File: config.mk
export PLATFORM = sky130hd
export DESIGN_NAME = eight_bit_cpu_execute_core
export DESIGN_NICKNAME = d
export VERILOG_FILES = /design/src/rtl/ebc_pkg.sv /design/src/rtl/ebc_alu.sv /design/src/rtl/eight_bit_cpu_execute_core.sv
export SDC_FILE = /design/constraint.sdc
export NUM_CORES = 1
export LEC_CHECK = 0
export BUFFER_PORTS_ARGS = -buffer_cell sky130_fd_sc_hd__buf_2
export CAP_MARGIN = 20
export CORE_UTILIZATION = 66
export DETAILED_ROUTE_END_ITERATION = 12
export PLACE_DENSITY = 0.84
export SLEW_MARGIN = 20
export SYNTH_ARGS = -nofsm -noshare
export SYNTH_HDL_FRONTEND = slang
export SYNTH_HIERARCHICAL = 1
export SYNTH_SLANG_ARGS = --single-unit
File: constraint.sdc
create_clock -name clk -period 11 [get_ports clk]
set_clock_uncertainty 0.15 [all_clocks]
set_input_delay 0.55 -clock clk [delete_from_list [all_inputs] [get_ports clk]]
set_output_delay 0.55 -clock clk [all_outputs]
set_load 0.01 [all_outputs]
File: src/rtl/ebc_pkg.sv
// Shared types and constants for the eight-bit execute core.
`timescale 1ns / 1ps
`default_nettype none
package ebc_pkg;

	// condition flags, carry in bit 0
	typedef struct packed {
		logic parity;
		logic sign;
		logic zero;
		logic carry;
	} flags_t;

	// ALU operation codes, opcode bits 5..3
	typedef enum logic [2:0] {
		ALU_ADD = 3'd0,
		ALU_ADC = 3'd1,
		ALU_SUB = 3'd2,
		ALU_SBB = 3'd3,
		ALU_AND = 3'd4,
		ALU_XOR = 3'd5,
		ALU_OR  = 3'd6,
		ALU_CMP = 3'd7
	} alu_op_t;

	// port access kinds
	localparam logic [1:0] PORT_NONE = 2'd0;
	localparam logic [1:0] PORT_IN   = 2'd1;
	localparam logic [1:0] PORT_OUT  = 2'd2;

	// register indexes; index 7 selects memory at H:L
	localparam logic [2:0] REG_A = 3'd0;
	localparam logic [2:0] REG_H = 3'd5;
	localparam logic [2:0] REG_L = 3'd6;
	localparam logic [2:0] REG_M = 3'd7;

	// opcode groups, bits 7..6
	localparam logic [1:0] GRP_MISC = 2'd0;
	localparam logic [1:0] GRP_JMP  = 2'd1;
	localparam logic [1:0] GRP_ALU  = 2'd2;
	localparam logic [1:0] GRP_MOV  = 2'd3;

	// low opcode field in the miscellaneous group
	localparam logic [2:0] SUB_INR  = 3'd0;
	localparam logic [2:0] SUB_DCR  = 3'd1;
	localparam logic [2:0] SUB_ROT  = 3'd2;
	localparam logic [2:0] SUB_RET  = 3'd3;
	localparam logic [2:0] SUB_ALUI = 3'd4;
	localparam logic [2:0] SUB_RST  = 3'd5;
	localparam logic [2:0] SUB_MVI  = 3'd6;
	localparam logic [2:0] SUB_RETU = 3'd7;

	localparam int OUT_ADDR_W = 14;

endpackage
`default_nettype wire

File: src/rtl/ebc_alu.sv
// Eight-bit ALU: add, subtract with borrow, logic operations and compare.
`timescale 1ns / 1ps
`default_nettype none
module ebc_alu (
	input  wire ebc_pkg::alu_op_t op,
	input  wire logic [7:0]       a,
	input  wire logic [7:0]       b,
	input  wire ebc_pkg::flags_t  flags_in,
	output logic [7:0]            result,
	output ebc_pkg::flags_t       flags_out
);

	logic [8:0] r;
	logic [8:0] cin;

	always_comb begin
		cin = {8'd0, flags_in.carry};
		unique case (op)
			ebc_pkg::ALU_ADD: r = {1'b0, a} + {1'b0, b};
			ebc_pkg::ALU_ADC: r = {1'b0, a} + {1'b0, b} + cin;
			ebc_pkg::ALU_SUB: r = {1'b0, a} - {1'b0, b};
			ebc_pkg::ALU_SBB: r = {1'b0, a} - {1'b0, b} - cin;
			ebc_pkg::ALU_AND: r = {1'b0, a & b};
			ebc_pkg::ALU_XOR: r = {1'b0, a ^ b};
			ebc_pkg::ALU_OR:  r = {1'b0, a | b};
			ebc_pkg::ALU_CMP: r = {1'b0, a} - {1'b0, b};
			default:          r = 9'd0;
		endcase
		result           = r[7:0];
		flags_out.carry  = r[8];
		flags_out.zero   = (r[7:0] == 8'd0);
		flags_out.sign   = r[7];
		flags_out.parity = ~^r[7:0];
	end

endmodule
`default_nettype wire

File: src/rtl/eight_bit_cpu_execute_core.sv
// Execute core top level: decode, register file, PC stack and result register.
`timescale 1ns / 1ps
`default_nettype none
// Executes one instruction per item. Each item carries the opcode, both following
// instruction bytes, the memory byte at H:L and the input-port byte; the result item
// reports the new PC, any memory store or port access, H:L, flags and A. An item is
// taken every cycle while the result side keeps up: decode, ALU and the
// stack/register-file update sit between the input handshake and a single result
// register; the result follows in the next cycle, at one item per clock. The PC is
// the top of a STACK_DEPTH-entry address stack held in a top-of-stack register plus
// a small register array written once and read once per item.
module eight_bit_cpu_execute_core #(
	parameter int STACK_DEPTH  = 8,
	parameter int ADDRESS_BITS = 14
) (
	input  wire logic        clk,
	input  wire logic        arst_n,
	input  wire logic        s_tvalid,
	output logic             s_tready,
	// opcode, operand_low, operand_high, mem_byte, port_in_data
	input  wire logic [39:0] s_tdata,
	// int_request
	input  wire logic        s_tuser,
	output logic             m_tvalid,
	input  wire logic        m_tready,
	// next_pc, write_address, write_data, port_number, port_out_data, hl_pointer,
	// flag_bits, accumulator, zero pad
	output logic [79:0]      m_tdata,
	// mem_write, port_access, halted
	output logic [3:0]       m_tuser
);

	localparam int SP_W = (STACK_DEPTH > 1) ? $clog2(STACK_DEPTH) : 1;
	localparam logic [SP_W-1:0] SP_LAST = SP_W'(STACK_DEPTH - 1);
	localparam logic [15:0] HL_MASK = 16'((17'd1 << ADDRESS_BITS) - 17'd1);

	logic [7:0]              regs_q [7];
	ebc_pkg::flags_t         flags_q;
	logic [ADDRESS_BITS-1:0] stack_q [STACK_DEPTH];
	logic [ADDRESS_BITS-1:0] top_q;
	logic [SP_W-1:0]         sp_q;

	logic       ovld_q;
	logic [79:0] odata_q;
	logic [3:0]  ouser_q;
	logic        in_fire;

	logic [7:0] opc, lo, hi, mbyte, pin;
	logic       frozen;
	logic [1:0] grp;
	logic [2:0] dst, src;
	logic [7:0] a, src_val, dst_val;
	logic       take;

	logic [1:0]              npc_steps;
	logic [ADDRESS_BITS-1:0] pc_inc, top_n, jmp_addr, rst_addr;
	logic [SP_W-1:0]         sp_inc, sp_dec, sp_n;

	logic            alu_en;
	logic [2:0]      alu_sel;
	logic [7:0]      alu_b, alu_res;
	ebc_pkg::flags_t alu_flags, flags_n;

	logic       reg_we;
	logic [2:0] reg_wa;
	logic [7:0] reg_wd, idv;

	logic        mem_write, halted;
	logic [7:0]  wdata, port_data;
	logic [1:0]  port_acc;
	logic [4:0]  port_no;
	logic [15:0] hl_before, hl_after, pc16;
	logic [7:0]  h_n, l_n, a_n;

	assign opc    = s_tdata[7:0];
	assign lo     = s_tdata[15:8];
	assign hi     = s_tdata[23:16];
	assign mbyte  = s_tdata[31:24];
	assign pin    = s_tdata[39:32];
	assign frozen = s_tuser;
	assign grp    = opc[7:6];
	assign dst    = opc[5:3];
	assign src    = opc[2:0];
	assign a      = regs_q[ebc_pkg::REG_A];

	assign s_tready = !ovld_q || m_tready;
	assign in_fire  = s_tvalid && s_tready;

	assign src_val = (src == ebc_pkg::REG_M) ? mbyte : regs_q[src];
	assign dst_val = (dst == ebc_pkg::REG_M) ? 8'd0 : regs_q[dst];
	// unconditional when bit 2 set, else true/false sense chosen by bit 5
	assign take    = opc[2] || (opc[5] ? flags_q[opc[4:3]] : !flags_q[opc[4:3]]);

	assign sp_inc   = (sp_q == SP_LAST) ? '0 : sp_q + SP_W'(1);
	assign sp_dec   = (sp_q == '0) ? SP_LAST : sp_q - SP_W'(1);
	assign jmp_addr = ADDRESS_BITS'({2'b00, hi[5:0], lo});
	assign rst_addr = ADDRESS_BITS'({10'd0, opc[5:3], 3'b000});
	assign hl_before = {regs_q[ebc_pkg::REG_H], regs_q[ebc_pkg::REG_L]} & HL_MASK;

	ebc_alu u_alu (
		.op       (ebc_pkg::alu_op_t'(alu_sel)),
		.a        (a),
		.b        (alu_b),
		.flags_in (flags_q),
		.result   (alu_res),
		.flags_out(alu_flags)
	);

	always_comb begin
		npc_steps = 2'd1;
		alu_en    = 1'b0;
		alu_sel   = dst;
		alu_b     = src_val;
		reg_we    = 1'b0;
		reg_wa    = dst;
		reg_wd    = 8'd0;
		flags_n   = flags_q;
		sp_n      = sp_q;
		mem_write = 1'b0;
		wdata     = 8'd0;
		port_acc  = ebc_pkg::PORT_NONE;
		port_no   = 5'd0;
		port_data = 8'd0;
		halted    = 1'b0;
		idv       = (src[0]) ? dst_val - 8'd1 : dst_val + 8'd1;
		top_n     = '0;

		unique case (grp)
			ebc_pkg::GRP_MISC: begin
				unique case (src)
					ebc_pkg::SUB_INR, ebc_pkg::SUB_DCR: begin
						if (dst == ebc_pkg::REG_A) begin
							halted = 1'b1;
						end else if (dst != ebc_pkg::REG_M) begin
							reg_we         = 1'b1;
							reg_wd         = idv;
							flags_n.zero   = (idv == 8'd0);
							flags_n.sign   = idv[7];
							flags_n.parity = ~^idv;
						end
					end
					ebc_pkg::SUB_ROT: begin
						if (!dst[2]) begin
							reg_we = 1'b1;
							reg_wa = ebc_pkg::REG_A;
							unique case (dst[1:0])
								2'd0: reg_wd = {a[6:0], a[7]};
								2'd1: reg_wd = {a[0], a[7:1]};
								2'd2: reg_wd = {a[6:0], flags_q.carry};
								default: reg_wd = {flags_q.carry, a[7:1]};
							endcase
							flags_n.carry = dst[0] ? a[0] : a[7];
						end
					end
					ebc_pkg::SUB_RET, ebc_pkg::SUB_RETU: begin
						if (take) sp_n = sp_dec;
					end
					ebc_pkg::SUB_ALUI: begin
						npc_steps = 2'd2;
						alu_en    = 1'b1;
						alu_b     = lo;
					end
					ebc_pkg::SUB_RST: begin
						sp_n = sp_inc;
					end
					default: begin
						npc_steps = 2'd2;
						if (dst == ebc_pkg::REG_M) begin
							mem_write = 1'b1;
							wdata     = lo;
						end else begin
							reg_we = 1'b1;
							reg_wd = lo;
						end
					end
				endcase
			end
			ebc_pkg::GRP_JMP: begin
				if (opc[0]) begin
					port_no   = opc[5:1];
					port_data = a;
					if (opc[5:4] == 2'd0) begin
						port_acc = ebc_pkg::PORT_IN;
						reg_we   = 1'b1;
						reg_wa   = ebc_pkg::REG_A;
						reg_wd   = pin;
					end else begin
						port_acc = ebc_pkg::PORT_OUT;
					end
				end else begin
					npc_steps = 2'd3;
					if (take && opc[1]) sp_n = sp_inc;
				end
			end
			ebc_pkg::GRP_ALU: begin
				alu_en = 1'b1;
			end
			default: begin
				if (dst == ebc_pkg::REG_M && src == ebc_pkg::REG_M) begin
					halted = 1'b1;
				end else if (dst == ebc_pkg::REG_M) begin
					mem_write = 1'b1;
					wdata     = src_val;
				end else begin
					reg_we = 1'b1;
					reg_wd = src_val;
				end
			end
		endcase

		if (alu_en) begin
			flags_n = alu_flags;
			if (alu_sel != ebc_pkg::ALU_CMP) begin
				reg_we = 1'b1;
				reg_wa = ebc_pkg::REG_A;
				reg_wd = alu_res;
			end
		end

		if (frozen) npc_steps = 2'd0;
		pc_inc = top_q + ADDRESS_BITS'(npc_steps);

		// new top of stack
		top_n = pc_inc;
		if (grp == ebc_pkg::GRP_MISC && (src == ebc_pkg::SUB_RET || src == ebc_pkg::SUB_RETU)
				&& take) begin
			top_n = stack_q[sp_dec];
		end else if (grp == ebc_pkg::GRP_MISC && src == ebc_pkg::SUB_RST) begin
			top_n = rst_addr;
		end else if (grp == ebc_pkg::GRP_JMP && !opc[0] && take) begin
			top_n = jmp_addr;
		end

		h_n = (reg_we && reg_wa == ebc_pkg::REG_H) ? reg_wd : regs_q[ebc_pkg::REG_H];
		l_n = (reg_we && reg_wa == ebc_pkg::REG_L) ? reg_wd : regs_q[ebc_pkg::REG_L];
		a_n = (reg_we && reg_wa == ebc_pkg::REG_A) ? reg_wd : a;
		hl_after = {h_n, l_n} & HL_MASK;
		pc16     = 16'(top_n);
	end

	always_ff @(posedge clk or negedge arst_n) begin
		if (!arst_n) begin
			for (int i = 0; i < 7; i++) regs_q[i] <= 8'd0;
			for (int i = 0; i < STACK_DEPTH; i++) stack_q[i] <= '0;
			flags_q <= '0;
			top_q   <= '0;
			sp_q    <= '0;
			ovld_q  <= 1'b0;
		end else begin
			if (in_fire) begin
				if (reg_we) regs_q[reg_wa] <= reg_wd;
				flags_q <= flags_n;
				// park the advanced PC so the entry is current once sp moves on
				stack_q[sp_q] <= pc_inc;
				top_q <= top_n;
				sp_q  <= sp_n;
			end
			if (in_fire) ovld_q <= 1'b1;
			else if (m_tready) ovld_q <= 1'b0;
		end
	end

	always_ff @(posedge clk) begin
		if (in_fire) begin
			odata_q <= {5'd0, a_n, flags_n, hl_after[ebc_pkg::OUT_ADDR_W-1:0], port_data,
				port_no, wdata, mem_write ? hl_before[ebc_pkg::OUT_ADDR_W-1:0] : 14'd0,
				pc16[ebc_pkg::OUT_ADDR_W-1:0]};
			ouser_q <= {halted, port_acc, mem_write};
		end
	end

	assign m_tvalid = ovld_q;
	assign m_tdata  = odata_q;
	assign m_tuser  = ouser_q;

	a_sp_range: assert property (@(posedge clk) disable iff (!arst_n)
		sp_q <= SP_LAST) else $error("stack pointer out of range");
	a_store_no_port: assert property (@(posedge clk) disable iff (!arst_n)
		ovld_q && ouser_q[0] |-> ouser_q[2:1] == ebc_pkg::PORT_NONE && !ouser_q[3])
		else $error("store and port access in one item");
	a_port_code: assert property (@(posedge clk) disable iff (!arst_n)
		ovld_q |-> ouser_q[2:1] != 2'd3) else $error("bad port access code");
	a_frozen_pc: assert property (@(posedge clk) disable iff (!arst_n)
		in_fire && frozen && sp_n == sp_q && top_n == pc_inc |=> top_q == $past(top_q))
		else $error("PC advanced while interrupt pending");

endmodule
`default_nettype wire

==> impl_metrics.prom, run 1 <==
# TYPE chip_impl_metric gauge
chip_impl_info{name="outcome",value="complete, no violations"} 1
chip_impl_metric{name="r2r_setup_slack",unit="ns"} 4.95
chip_impl_metric{name="final_design_area_no_fill",unit="mm2"} 0.0181
chip_impl_info{name="timing.rr.start",value="a[0]"} 1
chip_impl_metric{name="post_synth_instance_area",unit="mm2"} 0.0164
chip_impl_metric{name="switching_share",unit="%"} 38.7
chip_impl_metric{name="internal-power",unit="uW"} 2770
chip_impl_metric{name="crit_required",unit="ns"} 11.16
chip_impl_metric{name="muxShareOfSynthArea",unit="%"} 15.6
chip_impl_metric{name="combinationalPowerShare",unit="%"} 44.4
chip_impl_info{name="worstPathCellList",value="buf_2, buf_4, mux4_2, o21ai_0, a21boi_1, o21ai_0, ha_1, fa_1, a211o_4, a2111oi_4, nand3b_2, and4_1, nand2_1, and3b_1, a211o_1, a22oi_1, o211ai_2, mux2_2"} 1
chip_impl_info{name="setup_repair_after_global_routing_missed_its_margin",value="no"} 1
chip_impl_info{name="hold_path.class",value="in -> reg"} 1
chip_impl_metric{name="synth_area_per_cell",unit="um2"} 10.6
chip_impl_metric{name="drtPass1Iterations",unit=""} 5
chip_impl_metric{name="clkSlewWorstSetupHoldPaths",unit="ns"} 0.06
chip_impl_metric{name="io_buffer_count",unit=""} 123
chip_impl_metric{name="slew_violations",unit=""} 0
chip_impl_metric{name="yosysSeqAreaShare",unit="%"} 43.5
chip_impl_metric{name="fp.dieH",unit="um"} 160
chip_impl_info{name="tritoncts_clock_tree",value="done"} 1
chip_impl_info{name="r2r_end",value="m_tdata[74]"} 1
chip_impl_info{name="worst_path_dominant_cell_family",value="compound AO/OA/AOI/OAI gates"} 1
chip_impl_metric{name="drv.max_cap_violation_count",unit=""} 0
chip_impl_metric{name="fp-row-count",unit=""} 57
chip_impl_info{name="dominant_combinational_cell_family_by_area_after_synthesis",value="compound AO/OA/AOI/OAI gates"} 1
chip_impl_metric{name="power_frac_seq",unit="%"} 35.3
chip_impl_metric{name="design.final.nets",unit=""} 1731
chip_impl_metric{name="combined_global_route_utilization_of_all_metal_layers",unit="%"} 36.0
chip_impl_info{name="synth_top_flop_cell",value="sky130_fd_sc_hd__dfrtp_1"} 1
chip_impl_metric{name="cts.sinks",unit=""} 269
chip_impl_metric{name="width_of_the_die",unit="um"} 160
chip_impl_metric{name="share_clk_of_total_power",unit="%"} 20.3
chip_impl_metric{name="drt.antenna.violating_nets",unit=""} 0
chip_impl_metric{name="post_route_cells_drive_above_1_share",unit="%"} 23.4
chip_impl_metric{name="setup_tns",unit="ns"} 0
chip_impl_metric{name="timing.reg2reg.worst_path_depth",unit=""} 16
chip_impl_metric{name="total_leakage_power",unit="uW"} 0.00764
chip_impl_metric{name="synth_edf_count",unit=""} 79
chip_impl_metric{name="ir_drop",unit="mV"} 0.182
chip_impl_metric{name="avgRoutedWirePerCell",unit="um"} 22.8
chip_impl_metric{name="drtIter0Drc",unit=""} 1527
chip_impl_metric{name="async_set_reset_flop_share_out_of_synthesis",unit="%"} 70.6
chip_impl_metric{name="report.final.hold_viol_count",unit=""} 0
chip_impl_metric{name="die_area",unit="mm2"} 0.0254
chip_impl_metric{name="max_clock_freq",unit="MHz"} 161
chip_impl_info{name="criticalPathCategory",value="in -> reg"} 1
chip_impl_metric{name="wirelength",unit="mm"} 45.2
chip_impl_metric{name="drt-vias-per-instance",unit=""} 6.68
chip_impl_metric{name="timing.max_slew.rel_slack",unit="%"} 24.4
chip_impl_metric{name="cts_max_level",unit=""} 1
chip_impl_metric{name="worst_path_largest_cell_delay",unit="ns"} 0.57
chip_impl_metric{name="synth_fa_ha_area_share",unit="%"} 4.16
chip_impl_metric{name="maximum_number_of_pins_on_one_net_before_global_route_repair",unit=""} 112
chip_impl_info{name="critPathSlowestCell",value="sky130_fd_sc_hd__mux4_2"} 1
chip_impl_metric{name="grt_antenna_before_repair",unit=""} 2
chip_impl_metric{name="floorplan.core_area",unit="mm2"} 0.0243
chip_impl_info{name="timing.critical_path.to_type",value="flop"} 1
chip_impl_metric{name="synth_compound_area_share",unit="%"} 16.5
chip_impl_metric{name="power-per-cell-area",unit="mW/mm2"} 250
chip_impl_metric{name="ys.warnings.count",unit=""} 6
chip_impl_info{name="cp_dominant_cell_by_count",value="sky130_fd_sc_hd__o21ai_0"} 1
chip_impl_metric{name="critPathMaxFanout",unit=""} 49
chip_impl_metric{name="worstSkewPairLatency",unit="ns"} 0.57
chip_impl_metric{name="worstHoldPathCells",unit=""} 2
chip_impl_metric{name="setup-violations-final",unit=""} 0
chip_impl_metric{name="global_route_wire_length_before_repair",unit="mm"} 71.5
chip_impl_metric{name="tritoncts.num_buffers",unit=""} 28
chip_impl_metric{name="ys_types",unit=""} 104
chip_impl_metric{name="period_needed",unit="ns"} 6.20
chip_impl_metric{name="dr_total_vias",unit=""} 13200
chip_impl_metric{name="cts-root-to-sink-buffers",unit=""} 3
chip_impl_metric{name="synth_simple_gate_area_share",unit="%"} 13.7
chip_impl_info{name="hold-path-endpoint",value="m_tvalid"} 1
chip_impl_metric{name="syn2layout_area_growth",unit="%"} 10.2
chip_impl_metric{name="net_switching",unit="uW"} 1750
chip_impl_metric{name="path_buf_inv",unit=""} 2
chip_impl_info{name="ctsRootBufferMaster",value="sky130_fd_sc_hd__clkbuf_16"} 1
chip_impl_metric{name="diodes",unit=""} 0
chip_impl_metric{name="place_congestion",unit=""} 0.950
chip_impl_metric{name="start_util",unit="%"} 67.3
chip_impl_metric{name="postCtsResizedCells",unit=""} 0
chip_impl_metric{name="yosys_register_bits",unit=""} 269
chip_impl_metric{name="place_hpwl",unit="mm"} 30.9
chip_impl_metric{name="postSynthCellCount",unit=""} 1547
chip_impl_metric{name="placed_area",unit="mm2"} 0.0171
chip_impl_metric{name="first_global_vias",unit=""} 12900
chip_impl_metric{name="drc_violations_left",unit=""} 0
chip_impl_info{name="hold_path.startpoint",value="s_tvalid"} 1
chip_impl_metric{name="io_pins",unit=""} 131
chip_impl_metric{name="synth_area_in_xor_xnor",unit="%"} 2.24
chip_impl_metric{name="tightestPinTransition",unit="ns"} 1.13
chip_impl_metric{name="worstPathArrival",unit="ns"} 6.37
chip_impl_info{name="crit_path_start_kind",value="input pin"} 1
chip_impl_metric{name="grt_overflow_total",unit=""} 0
chip_impl_metric{name="final_min_period_over_clock_period",unit="%"} 56.4
chip_impl_metric{name="timing.critical_path.depth",unit=""} 18
[cell families after synthesis]
group / Yosys count
compound gates: 406
mux: 187
fa+ha+maj: 52
xor+xnor: 38
flops: 269
simple gates: 451
other cells: 1
buf+inv: 143
[metal layers]
metal / up-vias / global-route usage [%] / part of all wire [%]
met5: - / 0 / 0
met2: 721 / 58.6 / 48
met4: 0 / 16.7 / 4.5
met1: 6458 / 47.6 / 38
met3: 157 / 5.81 / 9.0
li1: 5885 / - / -
[stage by stage]
step	utilization (%)	hold WS, ns	setup WS (ns)	total power (uW)	cells
2_1_floorplan	-	0.104	5.52	3040	1551
3_3_place_gp	70.4	0.307	4.53	3470	1924
3_5_place_dp	70.4	0.316	4.44	3560	1925
4_1_cts	74.1	0.0506	4.98	4490	1977
5_1_grt	74.2	0.0732	4.57	4770	1979
6_report	74.2	0.0574	4.80	4520	1979
[cells in the final DEF, fill, tap and decap left out, drive strengths merged, types with 11 or more instances in the layout]
| master | count |
|---|---|
| o211ai | 16 |
| mux2 | 92 |
| a21o | 13 |
| edfxtp | 79 |
| nand4 | 15 |
| inv | 45 |
| xnor2 | 29 |
| ha | 48 |
| nor2 | 106 |
| o21ai | 143 |
| or2 | 11 |
| nand2 | 160 |
| a21oi | 91 |
| buf | 146 |
| a211oi | 15 |
| nor2b | 22 |
| mux2i | 49 |
| o22ai | 16 |
| and2 | 17 |
| o31ai | 19 |
| dfrtp | 190 |
| nand3 | 28 |
| nand2b | 16 |
| nor3 | 27 |
| clkbuf | 45 |
| mux4 | 46 |
[worst register-to-register path, cell delays in order, from the launching register on]
cell and delay [ns]:
sky130_fd_sc_hd__dfrtp_1 0.54, sky130_fd_sc_hd__mux4_2 0.51, sky130_fd_sc_hd__o21ai_0 0.36, sky130_fd_sc_hd__a21boi_1 0.29, sky130_fd_sc_hd__o21ai_0 0.20, sky130_fd_sc_hd__ha_1 0.28
sky130_fd_sc_hd__fa_1 0.48, sky130_fd_sc_hd__a211o_4 0.41, sky130_fd_sc_hd__a2111oi_4 0.28, sky130_fd_sc_hd__nand3b_2 0.26, sky130_fd_sc_hd__and4_1 0.29, sky130_fd_sc_hd__nand2_1 0.07
sky130_fd_sc_hd__and3b_1 0.19, sky130_fd_sc_hd__a211o_1 0.32, sky130_fd_sc_hd__a22oi_1 0.41, sky130_fd_sc_hd__o211ai_2 0.39, sky130_fd_sc_hd__mux2_2 0.38
[sequential cells by signal, summed over array words and instances, names as in the netlist, 3 cells and up]
name,flops
regs_q,34
sp_q,3
top_q,14
a,8
hl_before,14
m_tdata,75
flags_q,4
m_tuser,4
stack_q,112
[how the worst max path moves through the flow]
stage / start / endpoint
2_1_floorplan: s_tdata[1] / m_tdata[74]
3_3_place_gp: s_tdata[0] / m_tdata[74]
3_5_place_dp: s_tdata[0] / m_tdata[56]
4_1_cts: s_tdata[0] / m_tdata[56]
5_1_grt: s_tdata[0] / m_tdata[56]
6_report: s_tdata[0] / m_tdata[74]
[Yosys cell counts (16+ instances only)]
library cell / instances / share of area (%)
sky130_fd_sc_hd__clkbuf_1: 37 / 0.85
sky130_fd_sc_hd__mux4_2: 46 / 6.3
sky130_fd_sc_hd__xnor2_1: 26 / 1.4
sky130_fd_sc_hd__nand2b_1: 16 / 0.61
sky130_fd_sc_hd__nand2_1: 160 / 3.7
sky130_fd_sc_hd__o21ai_0: 134 / 4.1
sky130_fd_sc_hd__mux2i_1: 49 / 3.0
sky130_fd_sc_hd__buf_4: 24 / 1.1
sky130_fd_sc_hd__buf_2: 26 / 0.79
sky130_fd_sc_hd__mux2_2: 92 / 6.3
sky130_fd_sc_hd__nor2b_1: 20 / 0.76
sky130_fd_sc_hd__inv_1: 41 / 0.94
sky130_fd_sc_hd__nor2_1: 105 / 2.4
sky130_fd_sc_hd__and2_1: 16 / 0.61
sky130_fd_sc_hd__nand3_1: 26 / 0.79
sky130_fd_sc_hd__dfrtp_1: 190 / 29
sky130_fd_sc_hd__ha_1: 48 / 3.7
sky130_fd_sc_hd__o22ai_1: 16 / 0.61
sky130_fd_sc_hd__a21oi_1: 90 / 2.8
sky130_fd_sc_hd__edfxtp_1: 79 / 14
sky130_fd_sc_hd__o31ai_1: 19 / 0.87
sky130_fd_sc_hd__nor3_1: 23 / 0.70
[power groups by stage]
stage | sequential (uW) | clock (uW) | combinational (uW)
2_1_floorplan | 1540 | 0 | 1500
3_3_place_gp | 1570 | 0 | 1900
3_5_place_dp | 1600 | 0 | 1960
4_1_cts | 1590 | 922 | 1980
5_1_grt | 1630 | 964 | 2180
6_report | 1590 | 916 | 2010
[final cells by class]
cell class,count,area (um2)
sequential,269,7130
clock inverter,8,93.8
timing repair buffer,149,826
clock buffer,43,797
multi-input combinational,1139,8620
inverter,47,179
tap,324,405
fill,1696,6270
[timing repair]
action,CTS,global route
buffers inserted,0,0
hold buffers,1,0
endpoints found under the hold margin,47,0
setup endpoints to repair,0,0
Note: power is estimated with default switching activity, not from simulation.
==> run 2: changes to the inputs <==
--- a/config.mk
+++ b/config.mk
@@ -7,9 +7,9 @@
 export LEC_CHECK = 0
 export BUFFER_PORTS_ARGS = -buffer_cell sky130_fd_sc_hd__buf_2
 export CAP_MARGIN = 20
-export CORE_UTILIZATION = 66
+export CORE_UTILIZATION = 55
 export DETAILED_ROUTE_END_ITERATION = 12
-export PLACE_DENSITY = 0.84
+export PLACE_DENSITY = 0.74
 export SLEW_MARGIN = 20
 export SYNTH_ARGS = -nofsm -noshare
 export SYNTH_HDL_FRONTEND = slang
==> constraint.sdc (replaced) <==
create_clock -name clk -period 5.4 [get_ports clk]
set_clock_uncertainty 0.15 [all_clocks]
set_input_delay 0.27 -clock clk [delete_from_list [all_inputs] [get_ports clk]]
set_output_delay 0.27 -clock clk [all_outputs]
set_load 0.01 [all_outputs]
==> run 2 against run 1 <==
  * Total power up 120%
  * Largest cell class unchanged
  * Critical path type is now reg -> reg
  * Critical endpoint unchanged
  * Highest routed layer unchanged
  * Die area is 20% higher
  * Via count rose by 1.6%
  * Non-clock buffer count increased by 96
  * Clock power is 120% higher
  * Register-to-register slack worse by 4.7 ns
  * Final cell count is 8.2% higher
  * Count of clock-buffer cells in the layout did not move
  * Sequential power up 100%
  * Final area up 5.4%
==> impl_metrics.prom, run 2 (same netlist as run 1, synthesis figures left out) <==
# TYPE chip_impl_metric gauge
chip_impl_info{name="timing.rr.start",value="regs_q[24]"} 1
chip_impl_info{name="worstPathCellList",value="mux4_2, o21ai_1, a21boi_2, o21ai_0, ha_1, fa_1, a211o_4, a2111oi_4, nand3b_2, and4_1, nand2_1, and3b_1, a211o_1, a22oi_1, buf_4, o211ai_2, buf_4, mux2_2"} 1
chip_impl_metric{name="drt-vias-per-instance",unit=""} 6.27
chip_impl_metric{name="max_clock_freq",unit="MHz"} 193
chip_impl_info{name="commonest_cells_after_routing_fill_and_taps_aside",value="190 x sky130_fd_sc_hd__dfrtp_1, 160 x sky130_fd_sc_hd__nand2_1, 133 x sky130_fd_sc_hd__o21ai_0"} 1
chip_impl_metric{name="io_pins",unit=""} 131
chip_impl_metric{name="wirelength",unit="mm"} 47.7
chip_impl_metric{name="largest_register_ff_count",unit=""} 112
chip_impl_metric{name="timing.critical_path.depth",unit=""} 18
chip_impl_metric{name="drt.antenna.violating_nets",unit=""} 0
chip_impl_metric{name="dr_total_vias",unit=""} 13400
chip_impl_metric{name="cts-root-to-sink-buffers",unit=""} 3
chip_impl_info{name="crit_path_start_kind",value="flop"} 1
chip_impl_metric{name="fin_ws",unit="ns"} 0.228
chip_impl_info{name="worst_path_dominant_cell_family",value="compound AO/OA/AOI/OAI gates"} 1
chip_impl_info{name="final_common_cell",value="sky130_fd_sc_hd__dfrtp_1"} 1
chip_impl_metric{name="gr-usage-met3",unit="%"} 5.49
chip_impl_metric{name="final_min_period_over_clock_period",unit="%"} 95.8
chip_impl_metric{name="placed_area",unit="mm2"} 0.0178
chip_impl_metric{name="final.fill_count",unit=""} 2326
chip_impl_metric{name="fp-row-count",unit=""} 62
chip_impl_metric{name="path_buf_inv",unit=""} 2
chip_impl_metric{name="avgRoutedWirePerCell",unit="um"} 22.3
chip_impl_metric{name="period_needed",unit="ns"} 5.17
chip_impl_info{name="hold_path.class",value="in -> reg"} 1
chip_impl_metric{name="setup-violations-final",unit=""} 0
chip_impl_metric{name="total_leakage_power",unit="uW"} 0.00816
chip_impl_info{name="ctsRootBufferMaster",value="sky130_fd_sc_hd__clkbuf_16"} 1
chip_impl_metric{name="design.final.nets",unit=""} 1829
chip_impl_metric{name="worstPathArrival",unit="ns"} 5.33
chip_impl_info{name="worstSetupEndpoint",value="m_tdata[74]"} 1
chip_impl_metric{name="io_buffer_count",unit=""} 123
chip_impl_info{name="outcome",value="complete, no violations"} 1
chip_impl_metric{name="tightestPinTransition",unit="ns"} 1.10
chip_impl_metric{name="start_util",unit="%"} 56.4
chip_impl_metric{name="critPathMaxFanout",unit=""} 5
chip_impl_info{name="setup_repair_after_global_routing_missed_its_margin",value="no"} 1
chip_impl_info{name="critPathSlowestCell",value="sky130_fd_sc_hd__fa_1"} 1
chip_impl_info{name="criticalPathCategory",value="reg -> reg"} 1
chip_impl_metric{name="place_hpwl",unit="mm"} 34.2
chip_impl_metric{name="cts.sinks",unit=""} 269
chip_impl_info{name="most_crowded_layer_gr",value="met2"} 1
chip_impl_metric{name="final_design_area_no_fill",unit="mm2"} 0.0190
chip_impl_metric{name="clkSlewWorstSetupHoldPaths",unit="ns"} 0.06
chip_impl_metric{name="maximum_number_of_pins_on_one_net_before_global_route_repair",unit=""} 70
chip_impl_metric{name="worstSkewPairLatency",unit="ns"} 0.58
chip_impl_metric{name="first_global_vias",unit=""} 13100
chip_impl_metric{name="timing.max_slew.rel_slack",unit="%"} 26.0
chip_impl_metric{name="setup_tns",unit="ns"} 0
chip_impl_metric{name="crit_required",unit="ns"} 5.56
chip_impl_metric{name="p_total",unit="uW"} 9730
chip_impl_metric{name="grt_overflow_total",unit=""} 0
chip_impl_metric{name="drc_violations_left",unit=""} 0
chip_impl_info{name="startpoint",value="regs_q[24]"} 1
chip_impl_metric{name="drv.max_cap_violation_count",unit=""} 0
chip_impl_metric{name="groute.layer.met2.usage",unit="%"} 50.7
chip_impl_metric{name="place_congestion",unit=""} 0.955
chip_impl_metric{name="slew_violations",unit=""} 0
chip_impl_metric{name="syn2layout_area_growth",unit="%"} 16.2
chip_impl_info{name="timing.critical_path.to_type",value="flop"} 1
chip_impl_metric{name="die_area",unit="mm2"} 0.0305
chip_impl_metric{name="gr-usage-met1",unit="%"} 41.5
chip_impl_metric{name="r2r_setup_slack",unit="ns"} 0.23
chip_impl_metric{name="floorplan.core_area",unit="mm2"} 0.0290
chip_impl_info{name="hold_path.startpoint",value="s_tdata[1]"} 1
chip_impl_metric{name="ir_drop",unit="mV"} 0.392
chip_impl_info{name="r2r_end",value="m_tdata[74]"} 1
chip_impl_info{name="tritoncts_clock_tree",value="done"} 1
chip_impl_metric{name="width_of_the_die",unit="um"} 175
chip_impl_metric{name="fp.dieH",unit="um"} 175
chip_impl_metric{name="power-per-cell-area",unit="mW/mm2"} 512
chip_impl_metric{name="tritoncts.num_buffers",unit=""} 30
chip_impl_info{name="top_register_by_number_of_flip_flops",value="stack_q"} 1
chip_impl_info{name="cp_dominant_cell_by_count",value="sky130_fd_sc_hd__buf_4"} 1
chip_impl_metric{name="drtPass1Iterations",unit=""} 6
chip_impl_metric{name="global_route_wire_length_before_repair",unit="mm"} 74.0
chip_impl_metric{name="drtIter0Drc",unit=""} 1308
chip_impl_metric{name="worst_path_largest_cell_delay",unit="ns"} 0.49
chip_impl_metric{name="cts_max_level",unit=""} 1
chip_impl_metric{name="timing.reg2reg.worst_path_depth",unit=""} 18
chip_impl_metric{name="grt_antenna_before_repair",unit=""} 2
chip_impl_metric{name="report.final.hold_viol_count",unit=""} 0
chip_impl_metric{name="dpl_worst_slack",unit="ns"} 0.0149
chip_impl_metric{name="post_route_cells_drive_above_1_share",unit="%"} 27.4
chip_impl_metric{name="min_hold_slack",unit="ns"} 0.0220
chip_impl_metric{name="combined_global_route_utilization_of_all_metal_layers",unit="%"} 31.4
## run 2: cell count changes in the layout (fill, tap and decap cells not counted), sizes merged
cell,previous run,this run
dlygate4sd3,1,11
diode,0,2
inv,45,46
clkinv,8,9
clkinvlp,1,3
buf,146,232
## run 2: stage by stage
step | cells | utilization, %
finish | 2141 | 65.6
detailed placement | 2068 | 61.5
CTS | 2134 | 65.3
global placement | 2067 | 61.4
global route | 2141 | 65.6
floorplan | 1551 | -
## run 2: cell type report
cell class | count | area [um2] | area share, %
multi-input combinational | 1139 | 8640 | 45.4
sequential | 269 | 7130 | 37.5
clock inverter | 12 | 130 | 0.684
tap | 384 | 480 | 2.53
clock buffer | 43 | 861 | 4.53
inverter | 47 | 179 | 0.941
antenna | 2 | 5.00 | 0.0263
timing repair buffer | 245 | 1600 | 8.41
## run 2: layer usage
layer	vias up	routed length, um
li1	6089	-
met1	6637	19700
met2	574	22600
met3	131	3380
met4	0	1960
met5	-	0
## run 2: worst min path at each step
stage | endpoint | cells after the start
5_1_grt | m_tdata[36] | 2
6_report | m_tdata[36] | 2
2_1_floorplan | a[0] | 0
4_1_cts | m_tdata[36] | 2
3_5_place_dp | stack_q[38] | 1
3_3_place_gp | stack_q[108] | 1
## run 2: timing repair
| action | in CTS | in global routing |
|---|---|---|
| endpoints found under the hold margin | 72 | 0 |
| hold buffers | 11 | 0 |
| buffers inserted | 0 | 1 |
| gates resized for setup | 0 | 5 |
| endpoints found under the setup margin | 0 | 16 |
## run 2: power by group
part	switching [uW]	internal (uW)	total, uW
logic	2430	2100	4530
clock network	855	1170	2020
registers	418	2760	3180
total	3700	6030	9730
==> run 3: changes to the inputs <==
--- a/config.mk
+++ b/config.mk
@@ -5,8 +5,8 @@
 export SDC_FILE = /design/constraint.sdc
 export NUM_CORES = 1
 export LEC_CHECK = 0
+export ABC_AREA = 1
 export BUFFER_PORTS_ARGS = -buffer_cell sky130_fd_sc_hd__buf_2
-export CAP_MARGIN = 20
 export CORE_UTILIZATION = 55
 export DETAILED_ROUTE_END_ITERATION = 12
 export PLACE_DENSITY = 0.74
==> run 3 against run 2 <==
  * Sequential power down 2%
  * Synthesized area down 2.2%
  * Synthesized cell count up 33%
  * Sequential share of layout area up 2.0 points
  * Clock power up 9%
  * Via count up 12%
  * Global-route usage up 2.7 points
  * Hold slack worse by 0.0099 ns
  * Final area down 5.1%
  * Die area down 2.2%
  * Wire length up 7.7%
  * Final cell count up 20%
  * Largest power group unchanged
==> impl_metrics.prom, run 3 <==
# TYPE chip_impl_metric gauge
chip_impl_info{name="outcome",value="complete, no violations"} 1
chip_impl_metric{name="worstSkewPairLatency",unit="ns"} 0.59
chip_impl_metric{name="grt_overflow_total",unit=""} 0
chip_impl_info{name="cp_dominant_cell_by_count",value="sky130_fd_sc_hd__nand2_1"} 1
chip_impl_metric{name="period_needed",unit="ns"} 4.79
chip_impl_info{name="critPathSlowestCell",value="sky130_fd_sc_hd__ha_1"} 1
chip_impl_metric{name="die_area",unit="mm2"} 0.0298
chip_impl_metric{name="cts.sinks",unit=""} 269
chip_impl_info{name="commonest_cells_after_routing_fill_and_taps_aside",value="572 x sky130_fd_sc_hd__nand2_1, 236 x sky130_fd_sc_hd__o21ai_0, 193 x sky130_fd_sc_hd__inv_1"} 1
chip_impl_metric{name="first_global_vias",unit=""} 13900
chip_impl_metric{name="maximum_number_of_pins_on_one_net_before_global_route_repair",unit=""} 92
chip_impl_metric{name="avgRoutedWirePerCell",unit="um"} 20.0
chip_impl_metric{name="ys.warnings.count",unit=""} 6
chip_impl_info{name="r2r_end",value="m_tdata[56]"} 1
chip_impl_metric{name="crit_required",unit="ns"} 5.56
chip_impl_metric{name="drt.antenna.violating_nets",unit=""} 0
chip_impl_metric{name="post-cts-setup-buffers",unit=""} 0
chip_impl_metric{name="share_clk_of_total_power",unit="%"} 23.8
chip_impl_metric{name="floorplan.core_area",unit="mm2"} 0.0287
chip_impl_info{name="post-synth-top-count-cell",value="sky130_fd_sc_hd__nand2_1"} 1
chip_impl_metric{name="ir_drop",unit="mV"} 0.458
chip_impl_metric{name="fp.dieH",unit="um"} 173
chip_impl_metric{name="cts-root-to-sink-buffers",unit=""} 3
chip_impl_info{name="setup_repair_after_global_routing_missed_its_margin",value="no"} 1
chip_impl_metric{name="yosysSeqAreaShare",unit="%"} 44.5
chip_impl_metric{name="start_util",unit="%"} 55.8
chip_impl_info{name="worstPathCellList",value="inv_1, o221ai_1, nand2_1, nand3_1, a21o_1, nand2_1, o21ai_0, inv_1, ha_1, inv_4, a21oi_2, nand2_1, nand2_1, nand3_1, nand2_1, o22ai_1, nor2_1, nand4_1, or2_2, nand3_1, nand2_1"} 1
chip_impl_metric{name="synth_top_area_share",unit="%"} 29.7
chip_impl_metric{name="grt_antenna_before_repair",unit=""} 0
chip_impl_metric{name="fp-row-count",unit=""} 62
chip_impl_metric{name="postSynthCellCount",unit=""} 2058
chip_impl_metric{name="fin_ws",unit="ns"} 0.607
chip_impl_metric{name="place_congestion",unit=""} 1.01
chip_impl_metric{name="combined_global_route_utilization_of_all_metal_layers",unit="%"} 34.2
chip_impl_metric{name="clkSlewWorstSetupHoldPaths",unit="ns"} 0.07
chip_impl_metric{name="power_frac_seq",unit="%"} 33.9
chip_impl_metric{name="async_set_reset_flop_share_out_of_synthesis",unit="%"} 70.6
chip_impl_info{name="final_common_cell",value="sky130_fd_sc_hd__nand2_1"} 1
chip_impl_metric{name="drv.max_cap_violation_count",unit=""} 0
chip_impl_metric{name="cts_max_level",unit=""} 1
chip_impl_metric{name="width_of_the_die",unit="um"} 173
chip_impl_info{name="cell_type_contributing_the_most_total_cell_area_after_synthesis",value="sky130_fd_sc_hd__dfrtp_1"} 1
chip_impl_info{name="tritoncts_clock_tree",value="done"} 1
chip_impl_metric{name="setup_tns",unit="ns"} 0
chip_impl_info{name="ctsRootBufferMaster",value="sky130_fd_sc_hd__clkbuf_16"} 1
chip_impl_metric{name="critPathMaxFanout",unit=""} 9
chip_impl_metric{name="setup-violations-final",unit=""} 0
chip_impl_metric{name="final_min_period_over_clock_period",unit="%"} 88.8
chip_impl_metric{name="diodes",unit=""} 0
chip_impl_metric{name="yosys_register_bits",unit=""} 269
chip_impl_info{name="timing.critical_path.to_type",value="flop"} 1
chip_impl_metric{name="max_clock_freq",unit="MHz"} 209
chip_impl_metric{name="drc_violations_left",unit=""} 0
chip_impl_info{name="timing.rr.start",value="a[2]"} 1
chip_impl_metric{name="io_pins",unit=""} 131
chip_impl_info{name="hold-path-endpoint",value="m_tdata[11]"} 1
chip_impl_info{name="synthTopCellsByCount",value="572 x sky130_fd_sc_hd__nand2_1, 236 x sky130_fd_sc_hd__o21ai_0, 194 x sky130_fd_sc_hd__inv_1"} 1
chip_impl_metric{name="ys_types",unit=""} 63
chip_impl_metric{name="switching_share",unit="%"} 42.9
chip_impl_metric{name="synth_edf_count",unit=""} 79
chip_impl_metric{name="combinationalPowerShare",unit="%"} 42.4
chip_impl_info{name="hold_path.class",value="in -> reg"} 1
chip_impl_metric{name="place_hpwl",unit="mm"} 36.4
chip_impl_metric{name="io_buffer_count",unit=""} 123
chip_impl_metric{name="report.final.hold_viol_count",unit=""} 0
chip_impl_metric{name="dpl_worst_slack",unit="ns"} 0.472
chip_impl_metric{name="net_switching",unit="uW"} 3970
chip_impl_metric{name="p_total",unit="uW"} 9240
chip_impl_info{name="top_register_by_number_of_flip_flops",value="stack_q"} 1
chip_impl_metric{name="tightestPinTransition",unit="ns"} 1.07
chip_impl_metric{name="tritoncts.num_buffers",unit=""} 30
chip_impl_metric{name="largest_register_ff_count",unit=""} 112
chip_impl_metric{name="dr_total_vias",unit=""} 15000
chip_impl_metric{name="timing.reg2reg.worst_path_depth",unit=""} 21
chip_impl_metric{name="worstPathArrival",unit="ns"} 4.95
chip_impl_metric{name="worst_path_largest_cell_delay",unit="ns"} 0.66
chip_impl_metric{name="r2r_setup_slack",unit="ns"} 0.61
chip_impl_metric{name="total_leakage_power",unit="uW"} 0.00865
chip_impl_info{name="synth_top_flop_cell",value="sky130_fd_sc_hd__dfrtp_1"} 1
chip_impl_info{name="hold_path.startpoint",value="s_tdata[19]"} 1
chip_impl_metric{name="slew_violations",unit=""} 0
chip_impl_metric{name="power-per-cell-area",unit="mW/mm2"} 512
chip_impl_metric{name="drtPass1Iterations",unit=""} 6
chip_impl_metric{name="internal-power",unit="uW"} 5280
chip_impl_metric{name="post_synth_instance_area",unit="mm2"} 0.0160
chip_impl_metric{name="design.final.nets",unit=""} 2262
chip_impl_info{name="crit_path_start_kind",value="flop"} 1
chip_impl_metric{name="worstHoldPathCells",unit=""} 4
chip_impl_metric{name="wirelength",unit="mm"} 51.3
chip_impl_metric{name="drt-vias-per-instance",unit=""} 5.84
chip_impl_metric{name="drtIter0Drc",unit=""} 1768
chip_impl_metric{name="syn2layout_area_growth",unit="%"} 12.6
chip_impl_metric{name="global_route_wire_length_before_repair",unit="mm"} 79.2
chip_impl_metric{name="timing.max_slew.rel_slack",unit="%"} 28.8
chip_impl_metric{name="post_route_cells_drive_above_1_share",unit="%"} 15.0
chip_impl_info{name="criticalPathCategory",value="reg -> reg"} 1
chip_impl_metric{name="synth_area_per_cell",unit="um2"} 7.78
chip_impl_info{name="yosys-top-cells-area",value="sky130_fd_sc_hd__dfrtp_1 30%, sky130_fd_sc_hd__edfxtp_1 15%, sky130_fd_sc_hd__nand2_1 13%"} 1
==> run 3: cell types whose count changed in the layout (fill, tap and decap cells not counted), sizes merged, moves of 18 or more <==
cell,previous run,this run
nand2,160,594
inv,46,235
o21ai,143,277
nand3,28,147
mux2,92,0
buf,232,146
nor2,106,182
mux2i,49,0
mux4,46,0
a21oi,91,66
nor2b,22,0
xnor2,29,8
o22ai,16,34
o31ai,19,1
==> run 3: logic make-up (layout without fill, tap and decap cells) <==
family,Yosys count,after routing,share of synthesized area (%)
other,1,5,0.0234
buffers and inverters,314,441,8.01
AOI/OAI and AO/OA,435,435,15.3
and+or+nand+nor,967,967,26.8
xor gates and xnor gates,20,20,1.14
DFF,269,269,44.5
adders and majority gates,52,52,4.25
==> run 3: area by class of cell <==
type | count | area, um2
repair buffers | 152 | 855
multi-input cells | 1479 | 7630
inverters | 233 | 882
clock inverters | 25 | 305
well taps | 384 | 480
flip-flops and latches | 269 | 7130
fillers | 2567 | 10700
clock buffers | 31 | 764
==> run 3: critical path, delay by kind of cell, from the launching register on <==
| family | cells | cell delay (ns) |
|---|---|---|
| adders and majority gates | 1 | 0.66 |
| buffers and inverters | 3 | 0.35 |
| AOI/OAI and AO/OA | 5 | 0.92 |
| and+or+nand+nor | 12 | 1.94 |
| DFF | 1 | 0.50 |
==> run 3: worst max-delay path by stage <==
stage	depth (start not counted)	slack, ns	startpoint	to
6_report	21	0.61	a[2]	m_tdata[56]
5_1_grt	24	0.37	a[2]	flags_q[3]
4_1_cts	24	0.80	a[2]	flags_q[3]
3_5_place_dp	27	0.47	s_tdata[2]	m_tdata[66]
3_3_place_gp	26	0.53	s_tdata[0]	m_tdata[66]
2_1_floorplan	25	1.44	s_tdata[0]	m_tdata[66]
==> run 3: layer usage <==
metal  global-route usage (%)  vias up  share of wire [%]
met3                     5.41      147                9.2
li1                         -     7017                  -
met5                        0        -                  0
met1                     46.8     7025                 41
met2                     54.5      832                 46
met4                     13.6        0                4.1
==> run 3: repair_timing <==
action | 4_1_cts | 5_1_grt
resized for setup | 0 | 0
hold endpoints to repair | 95 | 0
hold buffers | 5 | 0
endpoints found under the setup margin | 0 | 0
==> run 3: power by group through the flow <==
stage	combinational [uW]	sequential (uW)	clock, uW
6_report	3920	3130	2200
5_1_grt	4330	3190	2300
4_1_cts	3850	3110	2220
3_5_place_dp	3820	3140	0
3_3_place_gp	3730	3120	0
2_1_floorplan	2700	3080	0
==> run 3: through the flow <==
stage	cell area (um2)	std cells	hold WS [ns]	util (%)
after floorplan	16000	2062	-0.176	-
after global placement	16900	2512	0.226	59.0
after detailed placement	16900	2512	0.222	59.0
after CTS	18000	2573	0.00340	62.9
after global routing	18000	2573	0.0202	62.9
final	18000	2573	0.0121	62.9
